`src/hw/rtl/spl_pkg.sv`:
```
// shared constants, types and a helper function of the stereo peak level meter
package spl_pkg;

    localparam int SAMPLE_BITS_DEF   = 16;
    localparam int LOG_FRAC_BITS_DEF = 16;
    localparam int MANT_BITS         = 30;
    localparam int TARGET_BITS       = 14;
    localparam int LEVEL_BITS        = 16;
    localparam int SILENT_FLOOR      = -29184;

    typedef enum logic [2:0] {
        ST_TRACK,
        ST_MERGE,
        ST_LOG,
        ST_SCALE,
        ST_EMIT
    } t_meter_state;

    typedef enum logic [1:0] {
        LG_IDLE,
        LG_NORM,
        LG_SQUARE
    } t_log_state;

    typedef struct packed {
        logic en;
        logic clear;
    } t_lane_ctrl;

    // elaboration-time log2 with frac_bits fraction bits, same squaring scheme as the log unit
    function automatic logic [63:0] log2_const(input logic [63:0] x, input int frac_bits);
        logic [63:0] m;
        logic [63:0] frac;
        int          e;
        e = 0;
        for (int i = 0; i < 31; i++) begin
            if ((x >> (i + 1)) != 64'd0) begin
                e = i + 1;
            end
        end
        m    = x << (MANT_BITS - e);
        frac = '0;
        for (int i = 0; i < frac_bits; i++) begin
            m    = (m * m) >> MANT_BITS;
            frac = frac << 1;
            if (m >= (64'd2 << MANT_BITS)) begin
                m    = m >> 1;
                frac = frac | 64'd1;
            end
        end
        return (64'(e) << frac_bits) | frac;
    endfunction

endpackage

```
`src/hw/rtl/spl_lane.sv`:
```
// one channel lane: running minimum and maximum of the samples
module spl_lane import spl_pkg::*; #(
    parameter int SAMPLE_BITS = SAMPLE_BITS_DEF
) (
    input  logic                          i_clk,
    input  logic                          i_rst_n,
    input  t_lane_ctrl                    i_ctrl,
    input  logic signed [SAMPLE_BITS-1:0] i_sample,
    output logic signed [SAMPLE_BITS-1:0] o_peak_high,
    output logic signed [SAMPLE_BITS-1:0] o_peak_low
);

    localparam logic signed [SAMPLE_BITS-1:0] HIGH_INIT = {1'b1, {(SAMPLE_BITS-1){1'b0}}};
    localparam logic signed [SAMPLE_BITS-1:0] LOW_INIT  = {1'b0, {(SAMPLE_BITS-1){1'b1}}};

    logic signed [SAMPLE_BITS-1:0] r_high, n_high;
    logic signed [SAMPLE_BITS-1:0] r_low, n_low;

    always_comb begin
        n_high = r_high;
        n_low  = r_low;
        if (i_ctrl.clear) begin
            n_high = HIGH_INIT;
            n_low  = LOW_INIT;
        end else if (i_ctrl.en) begin
            if (i_sample > r_high) begin
                n_high = i_sample;
            end
            if (i_sample < r_low) begin
                n_low = i_sample;
            end
        end
    end

    always_ff @(posedge i_clk) begin
        if (!i_rst_n) begin
            r_high <= HIGH_INIT;
            r_low  <= LOW_INIT;
        end else begin
            r_high <= n_high;
            r_low  <= n_low;
        end
    end

    assign o_peak_high = r_high;
    assign o_peak_low  = r_low;

endmodule

```
`src/hw/rtl/spl_log2.sv`:
```
// iterative log2 unit: shift normalize, then one mantissa squaring per fraction bit
module spl_log2 import spl_pkg::*; #(
    parameter int SAMPLE_BITS   = SAMPLE_BITS_DEF,
    parameter int LOG_FRAC_BITS = LOG_FRAC_BITS_DEF
) (
    input  logic                                         i_clk,
    input  logic                                         i_rst_n,
    input  logic                                         i_start,
    input  logic [SAMPLE_BITS-1:0]                       i_x,
    output logic                                         o_done,
    output logic [$clog2(SAMPLE_BITS)+LOG_FRAC_BITS-1:0] o_log
);

    localparam int EW = $clog2(SAMPLE_BITS);
    localparam int CW = $clog2(LOG_FRAC_BITS);
    localparam int MW = MANT_BITS + 1;

    t_log_state r_state, n_state;

    logic [SAMPLE_BITS-1:0]   r_x;
    logic [EW-1:0]            r_e;
    logic [MW-1:0]            r_m;
    logic [LOG_FRAC_BITS-1:0] r_frac;
    logic [CW-1:0]            r_cnt;
    logic                     r_done;

    logic                     w_norm_shift;
    logic                     w_norm_load;
    logic                     w_sq_step;
    logic                     w_last_iter;
    logic [2*MW-1:0]          w_sq;
    logic [MW:0]              w_sq_top;

    assign w_last_iter = (r_cnt == CW'(LOG_FRAC_BITS - 1));
    assign w_sq        = (2*MW)'(r_m) * (2*MW)'(r_m);
    assign w_sq_top    = w_sq[MANT_BITS+MW:MANT_BITS];

    always_comb begin
        n_state = r_state;
        unique case (r_state)
            LG_IDLE: begin
                if (i_start) begin
                    n_state = LG_NORM;
                end
            end
            LG_NORM: begin
                if (r_x[SAMPLE_BITS-1]) begin
                    n_state = LG_SQUARE;
                end
            end
            LG_SQUARE: begin
                if (w_last_iter) begin
                    n_state = LG_IDLE;
                end
            end
            default: n_state = LG_IDLE;
        endcase
    end

    always_comb begin
        w_norm_shift = 1'b0;
        w_norm_load  = 1'b0;
        w_sq_step    = 1'b0;
        unique case (r_state)
            LG_IDLE:   ;
            LG_NORM: begin
                w_norm_shift = !r_x[SAMPLE_BITS-1];
                w_norm_load  = r_x[SAMPLE_BITS-1];
            end
            LG_SQUARE: w_sq_step = 1'b1;
            default:   ;
        endcase
    end

    always_ff @(posedge i_clk) begin
        if (!i_rst_n) begin
            r_state <= LG_IDLE;
            r_done  <= 1'b0;
            r_cnt   <= '0;
        end else begin
            r_state <= n_state;
            r_done  <= w_sq_step && w_last_iter;
            if (w_norm_load) begin
                r_cnt <= '0;
            end else if (w_sq_step) begin
                r_cnt <= r_cnt + 1'b1;
            end
        end
    end

    always_ff @(posedge i_clk) begin
        if (r_state == LG_IDLE && i_start) begin
            r_x <= i_x;
            r_e <= EW'(SAMPLE_BITS - 1);
        end else if (w_norm_shift) begin
            r_x <= {r_x[SAMPLE_BITS-2:0], 1'b0};
            r_e <= r_e - 1'b1;
        end
        if (w_norm_load) begin
            r_m    <= MW'(r_x) << (MW - SAMPLE_BITS);
            r_frac <= '0;
        end else if (w_sq_step) begin
            if (w_sq_top[MW]) begin
                r_m    <= w_sq_top[MW:1];
                r_frac <= {r_frac[LOG_FRAC_BITS-2:0], 1'b1};
            end else begin
                r_m    <= w_sq_top[MW-1:0];
                r_frac <= {r_frac[LOG_FRAC_BITS-2:0], 1'b0};
            end
        end
    end

    assign o_done = r_done;
    assign o_log  = {r_e, r_frac};

endmodule

```
`src/hw/rtl/stereo_peak_level_meter_unit.sv`:
```
// Stereo peak level meter. Sample pairs are taken one per cycle while the meter tracks; each
// channel lane keeps its own minimum and maximum. After the pair marked tlast the input stalls
// while the merge stage picks the larger peak ratio and the shared log2 unit runs: the merge
// step, the normalize shifts, one squaring per fraction bit (one 31x31 square each), then the
// scale step, the target subtraction and the output register. An all-zero block goes from the
// merge straight to the output as the silent floor code; either result also waits while the
// previous level still sits in the output register.
// The result waits in an output register; the next block can be tracked meanwhile. level is
// 6*log2 of the peak ratio minus level_target, in 1/256 steps, saturated to 16 bits.
module stereo_peak_level_meter_unit import spl_pkg::*; #(
    parameter int SAMPLE_BITS   = SAMPLE_BITS_DEF,
    parameter int LOG_FRAC_BITS = LOG_FRAC_BITS_DEF
) (
    input  logic                                     i_clk,
    input  logic                                     i_rst_n,
    input  logic                                     i_cfg_valid,
    output logic                                     o_cfg_ready,
    input  logic [TARGET_BITS-1:0]                   i_cfg_data,    // level_target
    input  logic                                     s_axis_tvalid,
    output logic                                     s_axis_tready,
    input  logic [((2*SAMPLE_BITS+7)/8)*8-1:0]       s_axis_tdata,  // left_sample, right_sample
    input  logic                                     s_axis_tlast,  // last_pair
    output logic                                     m_axis_tvalid,
    input  logic                                     m_axis_tready,
    output logic [LEVEL_BITS-1:0]                    m_axis_tdata,  // level
    output logic                                     m_axis_tuser   // silent
);

    localparam int SB  = SAMPLE_BITS;
    localparam int EW  = $clog2(SAMPLE_BITS);
    localparam int LW  = EW + LOG_FRAC_BITS;
    localparam int PW  = LW + 12;
    localparam int SCW = PW - LOG_FRAC_BITS;
    localparam int SW  = ((SCW > LEVEL_BITS) ? SCW : LEVEL_BITS) + 1;

    localparam logic [LW-1:0] LOG_POS =
        LW'(log2_const(64'(2**(SB-1) - 1), LOG_FRAC_BITS));
    localparam logic [LW-1:0] LOG_NEG =
        LW'(log2_const(64'(2**(SB-1)), LOG_FRAC_BITS));
    localparam logic signed [SW-1:0] LVL_MAX = SW'(2**(LEVEL_BITS-1) - 1);
    localparam logic signed [SW-1:0] LVL_MIN = -SW'(2**(LEVEL_BITS-1));
    localparam logic [LEVEL_BITS-1:0] FLOOR_CODE = LEVEL_BITS'(SILENT_FLOOR);

    t_meter_state r_state, n_state;

    logic signed [TARGET_BITS-1:0] r_target;
    logic                          r_use_neg;
    logic                          r_silent;
    logic signed [SCW-1:0]         r_scaled;
    logic                          r_out_valid;
    logic [LEVEL_BITS-1:0]         r_level;
    logic                          r_out_silent;

    t_lane_ctrl                    w_lane_ctrl;
    logic                          w_beat;
    logic                          w_out_free;
    logic                          w_log_start;
    logic                          w_load_out;
    logic                          w_cap_merge;
    logic                          w_cap_scale;

    logic signed [SB-1:0] w_lh, w_ll, w_rh, w_rl;
    logic signed [SB-1:0] w_top, w_bot;
    logic [SB-1:0]        w_pnum, w_nnum, w_num;
    logic [2*SB-1:0]      w_pos_term, w_neg_term;
    logic                 w_top_pos, w_pick_pos, w_merge_silent;

    logic                 w_log_done;
    logic [LW-1:0]        w_ln;
    logic signed [LW:0]   w_d;
    logic signed [PW-1:0] w_d_ext, w_prod;
    logic signed [SW-1:0] w_sum;

    assign w_beat     = s_axis_tvalid && s_axis_tready;
    assign w_out_free = !r_out_valid || m_axis_tready;

    spl_lane #(.SAMPLE_BITS(SAMPLE_BITS)) u_lane_left (
        .i_clk       (i_clk),
        .i_rst_n     (i_rst_n),
        .i_ctrl      (w_lane_ctrl),
        .i_sample    (s_axis_tdata[SB-1:0]),
        .o_peak_high (w_lh),
        .o_peak_low  (w_ll)
    );

    spl_lane #(.SAMPLE_BITS(SAMPLE_BITS)) u_lane_right (
        .i_clk       (i_clk),
        .i_rst_n     (i_rst_n),
        .i_ctrl      (w_lane_ctrl),
        .i_sample    (s_axis_tdata[2*SB-1:SB]),
        .o_peak_high (w_rh),
        .o_peak_low  (w_rl)
    );

    // merge of the lanes
    assign w_top      = (w_lh > w_rh) ? w_lh : w_rh;
    assign w_bot      = (w_ll < w_rl) ? w_ll : w_rl;
    assign w_top_pos  = !w_top[SB-1] && (w_top != '0);
    assign w_pnum     = w_top;
    assign w_nnum     = w_bot[SB-1] ? (~w_bot + 1'b1) : w_bot;
    assign w_pos_term = (2*SB)'(w_pnum) << (SB - 1);
    assign w_neg_term = ((2*SB)'(w_nnum) << (SB - 1)) - (2*SB)'(w_nnum);
    assign w_pick_pos = w_top_pos && (w_pos_term >= w_neg_term);
    assign w_merge_silent = !w_pick_pos && (w_nnum == '0);
    assign w_num      = w_pick_pos ? w_pnum : w_nnum;

    spl_log2 #(
        .SAMPLE_BITS   (SAMPLE_BITS),
        .LOG_FRAC_BITS (LOG_FRAC_BITS)
    ) u_log2 (
        .i_clk   (i_clk),
        .i_rst_n (i_rst_n),
        .i_start (w_log_start),
        .i_x     (w_num),
        .o_done  (w_log_done),
        .o_log   (w_ln)
    );

    // 6*256 = 1536, floor through the arithmetic shift
    assign w_d     = $signed({1'b0, w_ln}) - $signed({1'b0, (r_use_neg ? LOG_NEG : LOG_POS)});
    assign w_d_ext = PW'(w_d);
    assign w_prod  = (w_d_ext <<< 10) + (w_d_ext <<< 9);
    assign w_sum   = SW'(r_scaled) - SW'(r_target);

    always_comb begin
        n_state = r_state;
        unique case (r_state)
            ST_TRACK: begin
                if (w_beat && s_axis_tlast) begin
                    n_state = ST_MERGE;
                end
            end
            ST_MERGE: n_state = w_merge_silent ? ST_EMIT : ST_LOG;
            ST_LOG: begin
                if (w_log_done) begin
                    n_state = ST_SCALE;
                end
            end
            ST_SCALE: n_state = ST_EMIT;
            ST_EMIT: begin
                if (w_out_free) begin
                    n_state = ST_TRACK;
                end
            end
            default: n_state = ST_TRACK;
        endcase
    end

    always_comb begin
        s_axis_tready     = 1'b0;
        w_lane_ctrl.en    = 1'b0;
        w_lane_ctrl.clear = 1'b0;
        w_log_start       = 1'b0;
        w_cap_merge       = 1'b0;
        w_cap_scale       = 1'b0;
        w_load_out        = 1'b0;
        unique case (r_state)
            ST_TRACK: begin
                s_axis_tready  = 1'b1;
                w_lane_ctrl.en = s_axis_tvalid;
            end
            ST_MERGE: begin
                w_lane_ctrl.clear = 1'b1;
                w_cap_merge       = 1'b1;
                w_log_start       = !w_merge_silent;
            end
            ST_LOG:   ;
            ST_SCALE: w_cap_scale = 1'b1;
            ST_EMIT:  w_load_out  = w_out_free;
            default:  ;
        endcase
    end

    always_ff @(posedge i_clk) begin
        if (!i_rst_n) begin
            r_state     <= ST_TRACK;
            r_target    <= '0;
            r_out_valid <= 1'b0;
        end else begin
            r_state <= n_state;
            if (i_cfg_valid) begin
                r_target <= i_cfg_data;
            end
            if (w_load_out) begin
                r_out_valid <= 1'b1;
            end else if (m_axis_tready) begin
                r_out_valid <= 1'b0;
            end
        end
    end

    always_ff @(posedge i_clk) begin
        if (w_cap_merge) begin
            r_use_neg <= !w_pick_pos;
            r_silent  <= w_merge_silent;
        end
        if (w_cap_scale) begin
            r_scaled <= w_prod[PW-1:LOG_FRAC_BITS];
        end
        if (w_load_out) begin
            r_out_silent <= r_silent;
            if (r_silent) begin
                r_level <= FLOOR_CODE;
            end else if (w_sum > LVL_MAX) begin
                r_level <= LVL_MAX[LEVEL_BITS-1:0];
            end else if (w_sum < LVL_MIN) begin
                r_level <= LVL_MIN[LEVEL_BITS-1:0];
            end else begin
                r_level <= w_sum[LEVEL_BITS-1:0];
            end
        end
    end

    assign o_cfg_ready   = 1'b1;
    assign m_axis_tvalid = r_out_valid;
    assign m_axis_tdata  = r_level;
    assign m_axis_tuser  = r_out_silent;

endmodule

```
`config.mk`:
```
export PLATFORM = sky130hd
export DESIGN_NAME = stereo_peak_level_meter_unit
export DESIGN_NICKNAME = d
export VERILOG_FILES = /design/src/hw/rtl/spl_pkg.sv /design/src/hw/rtl/spl_lane.sv /design/src/hw/rtl/spl_log2.sv /design/src/hw/rtl/stereo_peak_level_meter_unit.sv
export SDC_FILE = /design/constraint.sdc
export NUM_CORES = 2
export LEC_CHECK = 0
export ABC_AREA = 0
export BUFFER_PORTS_ARGS = -buffer_cell sky130_fd_sc_hd__buf_2
export CORE_ASPECT_RATIO = 0.9
export CORE_MARGIN = 2
export CORE_UTILIZATION = 35
export CTS_BUF_LIST = sky130_fd_sc_hd__clkbuf_16
export CTS_CLUSTER_DIAMETER = 40
export DETAILED_ROUTE_END_ITERATION = 8
export PLACE_DENSITY_LB_ADDON = 0.1
export SKIP_LAST_GASP = 1
export SYNTH_ARGS = -nofsm -noshare
export SYNTH_HDL_FRONTEND = slang
export SYNTH_SLANG_ARGS = --single-unit
```
`constraint.sdc`:
```
create_clock -name i_clk -period 8.08 [get_ports i_clk]
set_input_delay 1.212 -clock i_clk [delete_from_list [all_inputs] [get_ports i_clk]]
set_output_delay 1.212 -clock i_clk [all_outputs]
set_load 0.1 [all_outputs]
```
=== After elaboration in Yosys (flattened, before gate mapping) ===
Cells that the tools add are included.
Widths: inputs -> output; s select.

* Bits in registers: 191
* Output and inout port bits: 20
* Input port bits: 52
* Word-level logic and storage cells: 115

* Magnitude comparators: 9
* Add/subtract/negate cells: 7
* Reduce and logical (&&, ||, !) cells: 29
* Equal/unequal tests: 13
* Bitwise gates (word level): 2
* Multiply operators: 1
* Muxes and demuxes: 33

{| class="wikitable"
|+ Operators with widths
! operator !! count
|-
| $mux 16 || 8
|-
| $mux 31 || 3
|-
| $mul 31x31->62 || 1
|-
| $gt 16x16->1 || 3
|-
| $lt 16x16->1 || 3
|-
| $add 31x30->32 || 1
|-
| $ge 31x32->1 || 1
|-
| $sub 31x16->32 || 1
|-
| $sub 20x20->21 || 1
|-
| $gt 17x16->1 const B || 1
|-
| $lt 17x16->1 const B || 1
|-
| $mux 17 || 1
|-
| $sub 16x14->17 || 1
|-
| $add 16x1->16 const B || 1
|-
| $logic_not 16->1 || 1
|-
| $not 16->16 || 1
|-
| $reduce_bool 16->1 || 1
|-
| $pmux 3 s5 || 1
|-
| $mux 1 || 12
|-
| $mux 3 || 4
|-
| $ne 2x1->1 const B || 4
|-
| $reduce_and 2->1 || 4
|-
| $logic_and 1x1->1 || 7
|-
| $eq 3x2->1 const B || 2
|-
| 18 further kinds || 30
|}

=== Logic depth before layout (Yosys ltp) ===
* Depth after elaboration: 14
* Mapped depth: 42
* Depth with buffers taken out: 36

=== Cells and area by module ===
From an unflattened synthesis, not the netlist that was laid out.

* Cell total of the unflattened synthesis: 4,721
* Area, all modules: 42,049.1 µm²

{| class="wikitable"
|+ Modules (own cells, without submodules)
! module !! cells each !! area each (µm²) !! sequential area each (µm²) !! instances
|-
| spl_log2 || 3,393 || 30,773.3 || 1,801.7 || 1
|-
| stereo_peak_level_meter_unit || 888 || 7,387.1 || 1,411.4 || 1
|-
| spl_lane || 220 || 1,944.4 || 640.6 || 2
|}

=== Least setup slack after synthesis ===
No wires, ideal clock.

* Path type: flip-flop to flip-flop
* Start point: reg u_log2.r_m[15]
* End point: reg u_log2.r_m[15] (data pin)
* Clock period less this slack: 8.401 ns
* Setup time: 0.267 ns
* Path slack: -0.321 ns
* Data arrival time: 8.134 ns
* Buffers on the path: 3
* Data required time: 7.813 ns
* Stages on the path, launching flop included: 32
* Cell sequence: edfxtp_1 inv_1 clkbuf_1 nor2_1 fa_1 fa_1 inv_1 fa_1 inv_1 fa_1 inv_1 fa_1 inv_1 fa_1 fa_1 fa_1 ha_1 and3_1 a221o_1 a221o_1 nor2_1 a31oi_1 o2111ai_1 nand2_1 o211ai_1 nand3_1 a2111oi_0 nor3b_1 buf_2 buf_2 mux2i_1 o21ai_0

* Cells in the longest elaborated chain, start to end: 4

{| class="wikitable"
|+ RTL lines
! element !! RTL line !! source
|-
| from (decl) || spl_log2.sv:22 || <nowiki>logic [MW-1:0] r_m;</nowiki>
|-
| from (signal assigned) || spl_log2.sv:100 || <nowiki>r_m <= MW'(r_x) << (MW - SAMPLE_BITS);</nowiki>
|-
| from (signal assigned) || spl_log2.sv:104 || <nowiki>r_m <= w_sq_top[MW:1];</nowiki>
|-
| from (signal assigned) || spl_log2.sv:107 || <nowiki>r_m <= w_sq_top[MW-1:0];</nowiki>
|-
| $mul 31x31->62 || spl_log2.sv:35 || <nowiki>assign w_sq = (2*MW)'(r_m) * (2*MW)'(r_m);</nowiki>
|-
| $mux 31 || spl_log2.sv:103 || <nowiki>if (w_sq_top[MW]) begin</nowiki>
|-
| $mux 31 || spl_log2.sv:102 || <nowiki>end else if (w_sq_step) begin</nowiki>
|-
| $mux 31 || spl_log2.sv:99 || <nowiki>if (w_norm_load) begin</nowiki>
|}

Every way passes these cells. The select of a mux whose other input is x is not followed.
A chain may end at the register's enable or synchronous reset.

=== Worst setup path after layout ===
* Start point: reg u_log2.r_m[20]
* End point: reg u_log2.r_m[4]

* Cells in the longest elaborated chain, start to end: 2

{| class="wikitable"
|+ RTL lines
! element !! RTL line
|-
| $mul 31x31->62 || spl_log2.sv:35
|-
| $mux 31 || spl_log2.sv:103
|}

Every way passes these cells.

==> impl_summary.md <==
Drt
The vias per cell is 4.69. Summing over every cut layer, the via total after detailed routing is 29,000. The final wirelength is 115,000 um. The detailed router finished its first iteration with 1,580 violations.

The post-detailed-route count of antenna-violating nets is 0. The mean routed wirelength per cell is 18.7 um. The total iterations of the first detailed-routing run is 6.

The final routed DRC violation total is 0.

Setup path
STA classifies the critical path startpoint as a flop. The most numerous cell on the critical path is sky130_fd_sc_hd__fa_1. The setup path with the least slack is of type flop to flop. The critical path data required time is 8.42 ns.

The beginning of the critical path is u_log2.r_m[20]$_DFFE_PP_. The critical path capture point type is a flop. In this design, the stage delay of the slowest critical-path cell is 0.57 ns. Data arrives at the worst endpoint at 8.85 ns. The largest fanout on the critical path is 10. The kind of cell adding the most delay to the critical path is adder cells. The critical path contains buffers and inverters numbering 11 combined.

The slowest stage cell on the critical path is sky130_fd_sc_hd__fa_1. The startpoint identified for the worst register-to-register timing path is u_log2.r_m[20]$_DFFE_PP_.

Timing
Setup slack on the critical path of the routed design comes to -0.432 ns. For this run, the top clock speed supported by timing is 0.117 GHz. For the pin with the worst max-slew slack, the measured transition is 1.17 ns.

The final period utilization is 105%. Setup repair after global routing could not meet its margin everywhere. Setup violations remaining at the end of the flow were counted as 32. The final count of pins violating max slew came to 0. The time the final worst path needs with I/O delays and setup is 8.51 ns. The final setup skew is 0.0170 ns. Headroom to the max-slew limit came out at 22.1%. The hold violation count in the final report came to 0.

Cells and area
The final antenna diode count is 0. For this run, the share of the core covered by cells in the final layout is 41.3%. After the last flow step, the layout net total stands at 5,927. With fillers left out, the area of the finished cells amounts to 46,200 um^2. From synthesis to final layout, the design area changed by 16.8%.

In the final layout, the share of cells above drive strength 1 is 15.5%. Fill cells in the final layout number 11,300.

Synthesis
During synthesis, Yosys emitted a total of 0 warnings. The synthesized netlist devotes 12.6% of its cell area to simple gates. After synthesis the cells add up to 39,500 um^2. In the synthesized netlist the dominant register cell turns out to be sky130_fd_sc_hd__dfxtp_1.

In the synthesized netlist, the number of instances is 4,277. Measured against the total synthesized area, the mux share comes to 2.82%. The register bit total from synthesis is 191. The number of distinct library cell variants in the gate-level netlist after synthesis is 85. When the netlist entered floorplanning its net count stood at 5,507. Yosys mapped a number of flops with a built-in enable equal to 67. After Yosys synthesis, full adders, half adders and majority gates account for 51.6% of the synthesized area. The main combinational cell family by area after synthesis is adder cells. The synthesized netlist devotes 2.59% of its cell area to XOR and XNOR gates.

The share of synthesized area occupied by flip-flops and latches is 11.4%. The synthesized netlist devotes 7.64% of its cell area to compound gates. The post-synthesis average cell area is 9.24 um^2. The fraction of registers with async set or reset after synthesis is 0%.

Worst hold path
The origin of the worst min-delay path is u_log2.r_frac[5]$_SDFFE_PP0P_. The type of the worst min-delay path is flop to flop.

Placement
The area after detailed placement is 44,600 um^2. OpenSTA, run right after detailed placement, puts the worst setup slack at -0.856 ns. Input and output buffers added on the ports amount to 70. After legalization and detailed placement, the total HPWL measured 100,000 um. The congestion estimate from routability-driven global placement came to 0.868.

Die
Measured along the y axis, the die boundary spans 323 um. Once the floorplan was initialized, standard cells occupied 35.4% of the core. Pin placement for this block handled 72 I/O pins.

The die boundary width is 358 um. The total area inside the core boundary comes to 112,000 um^2. The die covers 116,000 um^2. The cell row count is 116.

Clock network
The CTS tree is built. The clock passes through at most 2 buffers. The clock latency on the worst-skew pair is 0.50 ns. The H-tree depth is 4. The number of clock buffers added by TritonCTS is 17. For this design, the sink count on the clock tree is 191.

The root cell of the clock tree is sky130_fd_sc_hd__clkbuf_16. Clock-pin slew was measured on the worst setup and hold paths at 0.09 ns. Hold repair after CTS inserted 0 buffers.

Global route
Entering global routing, the biggest net connects 33 pins. The initial antenna violation count is 1. The via count of the first global-routing pass is 31,000. The first global-routing pass estimated 182,000 um of wire. For this run the aggregate overflow at the end of global routing stands at 0. The total global-route track usage is 20.9%.

Flow run
The number of maximum-capacitance violations is 0.

Status
The flow ran to the end, but the final reports show violations. The final reports fail on negative setup slack.
metrics by stage:
stage | setup TNS, ns | hold WS, ns | instances
floorplan | 0 | 0.435 | 4277
finish | -11.04 | 0.459 | 6185
detailed placement | -24.97 | 0.454 | 6114
CTS | -11.71 | 0.468 | 6170
global placement | -22.53 | 0.452 | 6114
global route | -22.10 | 0.479 | 6185
logic make-up after synthesis:
kind of cell    after synthesis
mux                         110
xor+xnor                    117
other cells                   1
buf+inv                    1178
compound gates              442
simple gates               1060
flops                       191
fa+ha+maj                  1178
layout by cell type (no fill, tap or decap), types with 11 or more instances in the layout:
master / count
sky130_fd_sc_hd__o21ai_0: 77
sky130_fd_sc_hd__dfxtp_1: 117
sky130_fd_sc_hd__and3_1: 12
sky130_fd_sc_hd__nor2b_1: 22
sky130_fd_sc_hd__inv_1: 1017
sky130_fd_sc_hd__buf_6: 14
sky130_fd_sc_hd__nor4_1: 18
sky130_fd_sc_hd__a21o_1: 66
sky130_fd_sc_hd__mux2i_1: 99
sky130_fd_sc_hd__clkbuf_16: 17
sky130_fd_sc_hd__buf_12: 15
sky130_fd_sc_hd__nand2_1: 410
sky130_fd_sc_hd__or2_2: 15
sky130_fd_sc_hd__ha_1: 418
sky130_fd_sc_hd__fa_1: 732
sky130_fd_sc_hd__nand3_1: 70
sky130_fd_sc_hd__buf_4: 440
sky130_fd_sc_hd__buf_2: 70
sky130_fd_sc_hd__a21oi_1: 97
sky130_fd_sc_hd__nor3_1: 23
sky130_fd_sc_hd__and2_1: 170
sky130_fd_sc_hd__nor2_1: 204
sky130_fd_sc_hd__nor2_2: 11
sky130_fd_sc_hd__xnor2_1: 83
sky130_fd_sc_hd__a211oi_1: 13
sky130_fd_sc_hd__edfxtp_1: 67
sky130_fd_sc_hd__o21ai_1: 27
sky130_fd_sc_hd__nand4_1: 25
sky130_fd_sc_hd__o211ai_1: 23
sky130_fd_sc_hd__xor2_1: 33
sky130_fd_sc_hd__nand2b_1: 29
sky130_fd_sc_hd__o21a_1: 22
sky130_fd_sc_hd__fa_2: 18
layout make-up:
type                    count  area (um^2)  area share (%)
inverters                1034         3890            8.43
repair buffers            545         4240            9.19
clock buffers              17          425           0.922
multi-input cells        2908        31000            67.2
flip-flops and latches    191         4510            9.76
clock inverters            15          218           0.472
well taps                1475         1850            4.00
flip-flops by register name, indices dropped and copies added, names as in the netlist, 2 cells and up:
name	count
u_log2.r_frac	16
u_log2.r_cnt	4
r_target	14
u_lane_right.o_peak_low	16
u_log2.r_state	2
u_lane_left.o_peak_high	16
r_scaled	16
u_lane_right.o_peak_high	16
u_lane_left.o_peak_low	16
u_log2.r_e	4
u_log2.r_m	31
u_log2.r_x	16
r_state	3
m_axis_tdata	16
path summary, 6_finish.rpt:
path	endpoint	slack (ns)	cells past startpoint
worst max-delay path	u_log2.r_m[4]$_SDFFE_PP0P_	-0.43	33
worst min-delay path	u_log2.r_frac[6]$_SDFFE_PP0P_	0.46	2
worst max register to register	u_log2.r_m[4]$_SDFFE_PP0P_	-0.43	33
worst min register to register	u_log2.r_frac[6]$_SDFFE_PP0P_	0.46	2
synthesized netlist by cell type, drive strengths merged (33+ instances only):
cell       n  area [um^2]
mux2i    106         1070
inv     1027         3850
nor2     219          822
nand2    416         1560
edfxtp    67         2010
nand3     73          378
xor2      33          289
o21ai    111          567
clkbuf   127          477
and2     173         1080
xnor2     84          736
ha       428         5360
fa       750        15000
a21o      66          495
a21oi    101          509
dfxtp    124         2480
routing by layer:
metal,share of wire [%],up-vias,global-route usage (%)
met5,0,-,0
met4,1.6,0,3.75
met3,3.3,72,2.36
met2,45,388,33.4
met1,50,14500,30.5
li1,-,14100,-
worst min-delay path: cells and delay by family, from the launching register on:
kind | cells | cell delay, ns
AND/OR/NAND/NOR | 2 | 0.10
flip-flops | 1 | 0.33
what timing repair did:
item	CTS	global route
resized for setup	104	55
setup buffers	21	16
endpoints found under the setup margin	32	70
cloned	3	0
pin swaps	13	36
Power is left out: the tool's default activity adds up to more than one toggle a clock period on the data nets, which glitch-free logic cannot reach.
